[src/rtl/core/lsfe_pkg.sv]
// Shared types, constants and line-code helpers for the LED strip frame encoder
`timescale 1ns / 1ps

package lsfe_pkg;

	// field widths
	localparam int IDX_W   = 16;
	localparam int COLOR_W = 8;
	localparam int RGB_W   = 3 * COLOR_W;
	localparam int CODE_W  = 3 * COLOR_W;
	localparam int REM_W   = 4;

	// frame layout
	localparam int BYTES_PER_LED = 9;

	// reciprocal of nine, ceil(2^19 / 9), exact quotient for any 16-bit offset
	localparam logic [IDX_W-1:0] DIV9_RECIP = 16'd58255;
	localparam int               DIV9_SHIFT = 19;

	// command codes
	localparam logic CMD_FILL = 1'b0;
	localparam logic CMD_READ = 1'b1;

	// status codes
	localparam logic ST_OK  = 1'b0;
	localparam logic ST_ERR = 1'b1;

	// spi line code of one color bit, sent msb first
	localparam logic [2:0] CODE_ONE  = 3'b110;
	localparam logic [2:0] CODE_ZERO = 3'b100;

	// color channel within one led, in frame order
	localparam logic [1:0] CH_GREEN = 2'd0;
	localparam logic [1:0] CH_RED   = 2'd1;
	localparam logic [1:0] CH_BLUE  = 2'd2;

	// byte within one 24-bit channel code, msb first
	localparam logic [1:0] PART_HI  = 2'd0;
	localparam logic [1:0] PART_MID = 2'd1;
	localparam logic [1:0] PART_LO  = 2'd2;

	typedef struct packed {
		logic [1:0] chan;
		logic [1:0] part;
	} byte_pos_t;

	// expand one intensity into its 24-bit line code
	function automatic logic [CODE_W-1:0] encode_byte(input logic [COLOR_W-1:0] v);
		logic [CODE_W-1:0] code;
		code = '0;
		for (int b = 0; b < COLOR_W; b++) begin
			code[3*b +: 3] = v[b] ? CODE_ONE : CODE_ZERO;
		end
		return code;
	endfunction

	// split a byte offset within one led into channel and code byte
	function automatic byte_pos_t rem_to_pos(input logic [REM_W-1:0] r);
		byte_pos_t p;
		unique case (r)
			4'd0:    p = '{chan: CH_GREEN, part: PART_HI};
			4'd1:    p = '{chan: CH_GREEN, part: PART_MID};
			4'd2:    p = '{chan: CH_GREEN, part: PART_LO};
			4'd3:    p = '{chan: CH_RED,   part: PART_HI};
			4'd4:    p = '{chan: CH_RED,   part: PART_MID};
			4'd5:    p = '{chan: CH_RED,   part: PART_LO};
			4'd6:    p = '{chan: CH_BLUE,  part: PART_HI};
			4'd7:    p = '{chan: CH_BLUE,  part: PART_MID};
			4'd8:    p = '{chan: CH_BLUE,  part: PART_LO};
			default: p = '{chan: CH_GREEN, part: PART_HI};
		endcase
		return p;
	endfunction

endpackage

[src/rtl/core/lsfe_ram.sv]
// Generic single write port, single read port ram with registered read
`timescale 1ns / 1ps

module lsfe_ram #(
	parameter int WIDTH  = 24,
	parameter int DEPTH  = 64,
	parameter int ADDR_W = 6
) (
	input  logic              clk,
	input  logic              we,
	input  logic [ADDR_W-1:0] waddr,
	input  logic [WIDTH-1:0]  wdata,
	input  logic              re,
	input  logic [ADDR_W-1:0] raddr,
	output logic [WIDTH-1:0]  rdata
);

	logic [WIDTH-1:0] mem [DEPTH];

	// write port
	always_ff @(posedge clk) begin
		if (we) begin
			mem[waddr] <= wdata;
		end
	end

	// registered read port
	always_ff @(posedge clk) begin
		if (re) begin
			rdata <= mem[raddr];
		end
	end

endmodule

[src/rtl/core/led_strip_frame_encoder.sv]
// Top level: led color store with fill and encoded spi frame byte readout
// Fill: writes the leds from first_led to last_led, one led written a cycle.
// Read steps: bound check, offset, multiply by one ninth, store read, encode.
// Error results and byte 0 reads skip the later steps; a fill past the strip fails at the second range check.
// One request in flight; the next is taken once its result sits in the output register.
// After reset a clearing pass writes zero to every led, with in_stall high.
`timescale 1ns / 1ps

module led_strip_frame_encoder #(
	parameter int LED_COUNT = 64
) (
	input  logic                          clk,
	input  logic                          arst_n,
	input  logic                          in_valid,
	output logic                          in_stall,
	input  logic                          cmd,
	input  logic [lsfe_pkg::IDX_W-1:0]    first_led,
	input  logic [lsfe_pkg::IDX_W-1:0]    last_led,
	input  logic [lsfe_pkg::COLOR_W-1:0]  red,
	input  logic [lsfe_pkg::COLOR_W-1:0]  green,
	input  logic [lsfe_pkg::COLOR_W-1:0]  blue,
	input  logic [lsfe_pkg::IDX_W-1:0]    byte_index,
	output logic                          out_valid,
	input  logic                          out_stall,
	output logic                          status,
	output logic [lsfe_pkg::COLOR_W-1:0]  frame_byte
);

	localparam int AW = (LED_COUNT > 1) ? $clog2(LED_COUNT) : 1;
	localparam int FRAME_LEN = 1 + lsfe_pkg::BYTES_PER_LED * LED_COUNT;
	localparam int IW = lsfe_pkg::IDX_W;

	typedef enum logic [3:0] {
		S_CLR,
		S_IDLE,
		S_FCHK1,
		S_FCHK2,
		S_FILL,
		S_RCHK,
		S_RDEC,
		S_MUL,
		S_RADDR,
		S_ENC,
		S_DONE
	} state_t;

	state_t state_q;

	// captured request
	logic [IW-1:0]                first_q;
	logic [IW-1:0]                last_q;
	logic [lsfe_pkg::RGB_W-1:0]   color_q;
	logic [IW-1:0]                idx_q;

	// sequencer working registers
	logic [IW-1:0]                cur_q;
	logic [IW-1:0]                quo_q;
	logic [lsfe_pkg::REM_W-1:0]   rem_q;

	// pending and delivered result
	logic                         res_status_q;
	logic [lsfe_pkg::COLOR_W-1:0] res_byte_q;
	logic                         out_valid_q;
	logic                         status_q;
	logic [lsfe_pkg::COLOR_W-1:0] frame_byte_q;

	// shared subtractor
	logic [IW-1:0] alu_a;
	logic [IW-1:0] alu_b;
	logic [IW:0]   alu_diff;
	logic          alu_borrow;
	logic          alu_zero;

	// reciprocal multiply for the divide by nine
	logic [2*IW-1:0] mul_prod;

	// color store ports
	logic                       ram_we;
	logic [AW-1:0]              ram_waddr;
	logic [lsfe_pkg::RGB_W-1:0] ram_wdata;
	logic                       ram_re;
	logic [lsfe_pkg::RGB_W-1:0] ram_rdata;

	// readout path
	lsfe_pkg::byte_pos_t          pos;
	logic [lsfe_pkg::COLOR_W-1:0] chan_val;
	logic [lsfe_pkg::CODE_W-1:0]  chan_code;
	logic [lsfe_pkg::COLOR_W-1:0] code_byte;

	logic in_accept;
	logic out_free;

	assign in_stall  = (state_q != S_IDLE);
	assign in_accept = in_valid && !in_stall;
	assign out_free  = !out_valid_q || !out_stall;

	assign out_valid  = out_valid_q;
	assign status     = status_q;
	assign frame_byte = frame_byte_q;

	// operand select for the shared subtractor
	always_comb begin
		alu_a = '0;
		alu_b = '0;
		unique case (state_q)
			S_CLR: begin
				alu_a = cur_q;
				alu_b = IW'(LED_COUNT - 1);
			end
			S_FCHK1: begin
				alu_a = last_q;
				alu_b = first_q;
			end
			S_FCHK2: begin
				alu_a = last_q;
				alu_b = IW'(LED_COUNT);
			end
			S_FILL: begin
				alu_a = cur_q;
				alu_b = last_q;
			end
			S_RCHK: begin
				alu_a = idx_q;
				alu_b = IW'(FRAME_LEN);
			end
			S_RDEC: begin
				alu_a = idx_q;
				alu_b = IW'(1);
			end
			// remainder: offset minus nine times the quotient
			S_RADDR: begin
				alu_a = cur_q;
				alu_b = (quo_q << 3) + quo_q;
			end
			S_IDLE, S_MUL, S_ENC, S_DONE: begin
				alu_a = '0;
				alu_b = '0;
			end
			default: begin
				alu_a = '0;
				alu_b = '0;
			end
		endcase
	end

	assign alu_diff   = {1'b0, alu_a} - {1'b0, alu_b};
	assign alu_borrow = alu_diff[IW];
	assign alu_zero   = (alu_diff[IW-1:0] == '0);

	// offset times the reciprocal of nine
	assign mul_prod = {{IW{1'b0}}, cur_q} * {{IW{1'b0}}, lsfe_pkg::DIV9_RECIP};

	// color store control
	assign ram_we    = (state_q == S_CLR) || (state_q == S_FILL);
	assign ram_waddr = cur_q[AW-1:0];
	assign ram_wdata = (state_q == S_FILL) ? color_q : '0;
	assign ram_re    = (state_q == S_RADDR);

	lsfe_ram #(
		.WIDTH  (lsfe_pkg::RGB_W),
		.DEPTH  (LED_COUNT),
		.ADDR_W (AW)
	) u_store (
		.clk   (clk),
		.we    (ram_we),
		.waddr (ram_waddr),
		.wdata (ram_wdata),
		.re    (ram_re),
		.raddr (quo_q[AW-1:0]),
		.rdata (ram_rdata)
	);

	// channel pick and line code byte select
	always_comb begin
		pos = lsfe_pkg::rem_to_pos(rem_q);
		unique case (pos.chan)
			lsfe_pkg::CH_GREEN: chan_val = ram_rdata[23:16];
			lsfe_pkg::CH_RED:   chan_val = ram_rdata[15:8];
			lsfe_pkg::CH_BLUE:  chan_val = ram_rdata[7:0];
			default:            chan_val = '0;
		endcase
		chan_code = lsfe_pkg::encode_byte(chan_val);
		unique case (pos.part)
			lsfe_pkg::PART_HI:  code_byte = chan_code[23:16];
			lsfe_pkg::PART_MID: code_byte = chan_code[15:8];
			lsfe_pkg::PART_LO:  code_byte = chan_code[7:0];
			default:            code_byte = '0;
		endcase
	end

	// request capture (payload, no reset)
	always_ff @(posedge clk) begin
		if (in_accept) begin
			first_q <= first_led;
			last_q  <= last_led;
			color_q <= {green, red, blue};
			idx_q   <= byte_index;
		end
	end

	// sequencer and result registers
	always_ff @(posedge clk or negedge arst_n) begin
		if (!arst_n) begin
			state_q      <= S_CLR;
			cur_q        <= '0;
			out_valid_q  <= 1'b0;
			quo_q        <= '0;
			rem_q        <= '0;
			res_status_q <= lsfe_pkg::ST_OK;
			res_byte_q   <= '0;
			status_q     <= lsfe_pkg::ST_OK;
			frame_byte_q <= '0;
		end else begin
			if (out_valid_q && !out_stall && state_q != S_DONE) begin
				out_valid_q <= 1'b0;
			end
			unique case (state_q)
				// zero every led after reset
				S_CLR: begin
					if (alu_zero) begin
						state_q <= S_IDLE;
					end else begin
						cur_q <= cur_q + IW'(1);
					end
				end
				S_IDLE: begin
					if (in_accept) begin
						state_q <= (cmd == lsfe_pkg::CMD_FILL) ? S_FCHK1 : S_RCHK;
					end
				end
				// reversed range check
				S_FCHK1: begin
					if (alu_borrow) begin
						res_status_q <= lsfe_pkg::ST_ERR;
						res_byte_q   <= '0;
						state_q      <= S_DONE;
					end else begin
						state_q <= S_FCHK2;
					end
				end
				// range past the strip check
				S_FCHK2: begin
					if (!alu_borrow) begin
						res_status_q <= lsfe_pkg::ST_ERR;
						res_byte_q   <= '0;
						state_q      <= S_DONE;
					end else begin
						cur_q   <= first_q;
						state_q <= S_FILL;
					end
				end
				// one led written per cycle
				S_FILL: begin
					if (alu_zero) begin
						res_status_q <= lsfe_pkg::ST_OK;
						res_byte_q   <= '0;
						state_q      <= S_DONE;
					end else begin
						cur_q <= cur_q + IW'(1);
					end
				end
				// frame bound and leading zero byte
				S_RCHK: begin
					if (!alu_borrow) begin
						res_status_q <= lsfe_pkg::ST_ERR;
						res_byte_q   <= '0;
						state_q      <= S_DONE;
					end else if (idx_q == '0) begin
						res_status_q <= lsfe_pkg::ST_OK;
						res_byte_q   <= '0;
						state_q      <= S_DONE;
					end else begin
						state_q <= S_RDEC;
					end
				end
				// drop the leading byte, keep the offset
				S_RDEC: begin
					cur_q   <= alu_diff[IW-1:0];
					state_q <= S_MUL;
				end
				// led index from the reciprocal product
				S_MUL: begin
					quo_q   <= IW'(mul_prod[2*IW-1:lsfe_pkg::DIV9_SHIFT]);
					state_q <= S_RADDR;
				end
				// store read issued, byte offset within the led
				S_RADDR: begin
					rem_q   <= alu_diff[lsfe_pkg::REM_W-1:0];
					state_q <= S_ENC;
				end
				S_ENC: begin
					res_status_q <= lsfe_pkg::ST_OK;
					res_byte_q   <= code_byte;
					state_q      <= S_DONE;
				end
				// hand the result to the output register
				S_DONE: begin
					if (out_free) begin
						out_valid_q  <= 1'b1;
						status_q     <= res_status_q;
						frame_byte_q <= res_byte_q;
						state_q      <= S_IDLE;
					end
				end
				default: begin
					state_q <= S_IDLE;
				end
			endcase
		end
	end

`ifndef NO_ASSERTIONS
	// the store is written only by the clearing pass and by fills
	assert property (@(posedge clk) disable iff (!arst_n)
		ram_we |-> (state_q == S_CLR || state_q == S_FILL))
		else $error("color store written outside clear or fill");

	// fill walk stays inside the strip
	assert property (@(posedge clk) disable iff (!arst_n)
		(state_q == S_FILL) |-> (cur_q < IW'(LED_COUNT)))
		else $error("fill index past the strip");

	// quotient addresses a real led and the remainder stays below nine
	assert property (@(posedge clk) disable iff (!arst_n)
		(state_q == S_ENC) |-> (quo_q < IW'(LED_COUNT) && rem_q < 4'd9))
		else $error("read address out of range");

	// an error result never carries a frame byte
	assert property (@(posedge clk) disable iff (!arst_n)
		(out_valid_q && status_q == lsfe_pkg::ST_ERR) |-> (frame_byte_q == '0))
		else $error("error result with nonzero byte");
`endif

endmodule
[config.mk]
export PLATFORM = sky130hd
export DESIGN_NAME = led_strip_frame_encoder
export DESIGN_NICKNAME = d
export VERILOG_FILES = /design/src/rtl/core/lsfe_pkg.sv /design/src/rtl/core/lsfe_ram.sv /design/src/rtl/core/led_strip_frame_encoder.sv
export SDC_FILE = /design/constraint.sdc
export NUM_CORES = 2
export LEC_CHECK = 0
export ABC_AREA = 1
export BUFFER_PORTS_ARGS = -buffer_cell sky130_fd_sc_hd__buf_2
export CAP_MARGIN = 10
export CORE_MARGIN = 2
export CORE_UTILIZATION = 30
export CTS_BUF_LIST = sky130_fd_sc_hd__clkbuf_4 sky130_fd_sc_hd__clkbuf_8
export CTS_CLUSTER_SIZE = 25
export DETAILED_ROUTE_END_ITERATION = 10
export SYNTH_ARGS = -nofsm -noshare
export SYNTH_HDL_FRONTEND = slang
export SYNTH_SLANG_ARGS = --single-unit
[constraint.sdc]
create_clock -name clk -period 5.8 [get_ports clk]
set_clock_uncertainty 0.2 [all_clocks]
set_input_delay 1.16 -clock clk [delete_from_list [all_inputs] [get_ports clk]]
set_output_delay 1.16 -clock clk [all_outputs]
set_load 0.02 [all_outputs]
==> metrics.txt <==
row cnt around 180; Layout area overhead 14.0%; Final WS setup 0.392 ns; YS warnings 0; Post-CTS Setup Bufs 0; ys flop type edfxtp_1; DPL Wire Length 131 mm; Num CTS Buffers around 300; share of cells above drive strength 1 between 10% and 20%; placed cell areas 77900 um2; Slew headroom 12.8%; starting density of the core 30.1%; DIE AREA 248000 um2; setup TNS 0 ns; chip width 498 um; Routed WL 224 mm; worst min path class in -> reg; RSZ-0062 raised after global routing false; total grt overflow 0; synthesized area 73100 um2; status complete, no violations; Final setup viols 0; register bit total from synthesis roughly 1700; Post-CTS Resized 0; Worst path slowest cell fa_1; gr usage total around 18%; DP Cell Count approximately 9000; Final #Nets around 6500; area occupied by multi-input gates between 20000 and 25000 um2; Detail Route Antenna Nets 0; number of vias per cell 5.26; Die Span Y 498 um; Final Hold Fails 0; commonest non-fill, non-tap cell in the layout edfxtp_1; Crit path required time ~6.5 ns; post-route minimum period ~5.4 ns; worst reg-to-reg path cell count 20; max-slew violation count 0; Via Count 50535; first-pass GRT wire length 327 mm; gate count after technology mapping around 6000; CTS tree yes; max frequency approximately 180 MHz; Buffers on Ports 87; post-route insts no fill 9616; clock root cell clkbuf_8; final instance area 83300 um2; hold-critical path depth 1; most frequent cells in the layout 1632 x edfxtp_1, 1038 x nor2_1, 955 x o21ai_0, 420 x nand2_1, 413 x o22ai_1; DRC Markers 0; Post-synth EDFFs 1632; Top Ports 88; 1st-pass router iterations 6; CTS Buffer Depth 4; crit-path cells fa_1, ha_1, inv_1, fa_1, fa_1, inv_1, fa_1, inv_1, fa_1, inv_1, ha_1, a21oi_1, nor2_1, nor2_1, o22ai_1, nor2_1, nand3_1, or2_2, nand3_1, nand2_1; element type at the critical path end flip-flop; fraction of registers with async set or reset after synthesis 3.32%; sequential cell area 50400 um2; pre-CTS WS 0.428 ns; register area share after synthesis 69.0%; H-tree levels 5; vias in the first global route 48557; synth unique cells between 50 and 60; clk sinks 1688; Routed wire per std cell 23.3 um; WS Path Type reg -> reg; clk_lat worst skew between 1 and 1.5 ns; DR iter-0 viols between 6000 and 7000; Most common cell on crit path fa_1; initial antenna violation count 7; CP arrival 6.10 ns; max_cap viols 0; Final Wtd Congestion 0.925; Core Area 243000 um2; Post-Synthesis Net Count 6326; Fill cells 23799; Least-Margin Pin Slew 1.30 ns; Final Cycle Share 93.2%; largest net degree at the start of global routing 185; Mean Syn Cell Area 12.2 um2; CP max stage delay 0.57 ns; Clock Pin Slew Worst Setup and Hold Paths 0.06 ns; Setup crit start kind flip-flop; Max FO, Critical Path 8
==> synthesized netlist by cell type, types with 2 or more instances <==
cell type / count / area [um2]
o21a_1: 3 / 22.5
nor3_1: 14 / 70.1
o21ai_0: 955 / 4780
dfrtp_1: 56 / 1400
o22ai_1: 413 / 2580
a211oi_1: 3 / 22.5
o211ai_1: 95 / 713
a221oi_1: 8 / 70.1
o221ai_1: 60 / 526
nand2_2: 5 / 31.3
buf_1: 2 / 7.51
a21oi_1: 57 / 285
buf_4: 6 / 45.0
xnor2_1: 7 / 61.3
mux2_2: 9 / 101
buf_2: 83 / 415
nand2_1: 420 / 1580
nor2_1: 1128 / 4230
or2_0: 2 / 12.5
nand3b_1: 6 / 45.0
inv_2: 2 / 7.51
edfxtp_1: 1632 / 49000
xor2_1: 5 / 43.8
clkinv_1: 4 / 15.0
nor2_2: 4 / 25.0
buf_6: 2 / 22.5
nand3_1: 124 / 621
o21bai_1: 7 / 52.6
o21ai_1: 43 / 215
fa_1: 72 / 1440
nand4_1: 14 / 87.6
ha_1: 164 / 2050
inv_1: 292 / 1100
nor4_1: 8 / 50.1
and2_1: 3 / 18.8
or2_2: 9 / 56.3
or2_1: 16 / 100
a31oi_1: 7 / 43.8
clkbuf_1: 258 / 968
a21o_1: 4 / 30.0
==> through the flow <==
step | hold WS, ns | util (%)
after floorplan | 0.238 | -
after global placement | 0.264 | 32.1
after detailed placement | 0.266 | 32.1
after CTS | 0.0381 | 34.3
after global routing | 0.0589 | 34.3
final | 0.122 | 34.3
==> cell type report <==
type                            count  area share (%)
Tap cell                         3202            4.81
Timing Repair Buffer              269            2.38
Clock inverter                     81           0.488
Sequential cell                  1688            60.5
Antenna cell                        3         0.00901
Clock buffer                      399            5.87
Multi-Input combinational cell   3675            24.5
Inverter                          299            1.38
==> worst paths after layout <==
path                       slack [ns]             to           from
setup / recovery                 0.39       quo_q[7]       cur_q[9]
hold / removal                   0.12     color_q[1]        blue[1]
setup reg to reg                 0.39       quo_q[7]       cur_q[9]
hold reg to reg                  0.28  res_byte_q[7]  res_byte_q[7]
max in group asynchronous        3.83       quo_q[2]         arst_n
min in group asynchronous        0.40  res_byte_q[1]         arst_n
==> metal layers <==
metal / part of all wire [%] / global-route usage (%) / up-vias / routed length (um)
met3: 9.1 / 4.02 / 442 / 20400
met4: 3.4 / 6.26 / 2 / 7730
met1: 41 / 23.5 / 25337 / 93000
met5: 0.0049 / 0 / - / 11
met2: 46 / 27.8 / 2372 / 103000
li1: - / - / 22382 / -
==> flip-flops by register name, indices dropped and copies added (netlist names), 4 cells and up <==
register and count:
res_byte_q 8, frame_byte 8, idx_q 16, state_q 4, cur_q 16, color_q 24
rem_q 4, u_store.rdata 24, quo_q 13, first_q 16, u_store.mem 1536, last_q 16
==> worst max-delay path: cells and delay by family, from the launching register on <==
family	cells	cell delay, ns
fa+ha+maj	7	3.19
buf+inv	4	0.23
simple gates	7	0.86
flops	1	0.51
compound gates	2	0.32
==> timing repair <==
action	4_1_cts	5_1_grt
hold buffers	1	0
hold endpoints to repair	13	0
setup endpoints to repair	0	0
==> kinds of logic (layout without fill, tap and decap cells) <==
logic type	after synthesis	in the layout	share of synthesized area [%]
xor+xnor	12	12	0.144
fa+ha+maj	236	236	4.78
compound gates	1660	1660	12.9
simple gates	1758	1758	9.56
mux	9	9	0.139
buf+inv	650	1048	3.54
flops	1688	1688	69.0
other cells	0	3	0
Power is not shown: default switching activity piles up to over one toggle a cycle in this logic, so the estimate is an artifact.
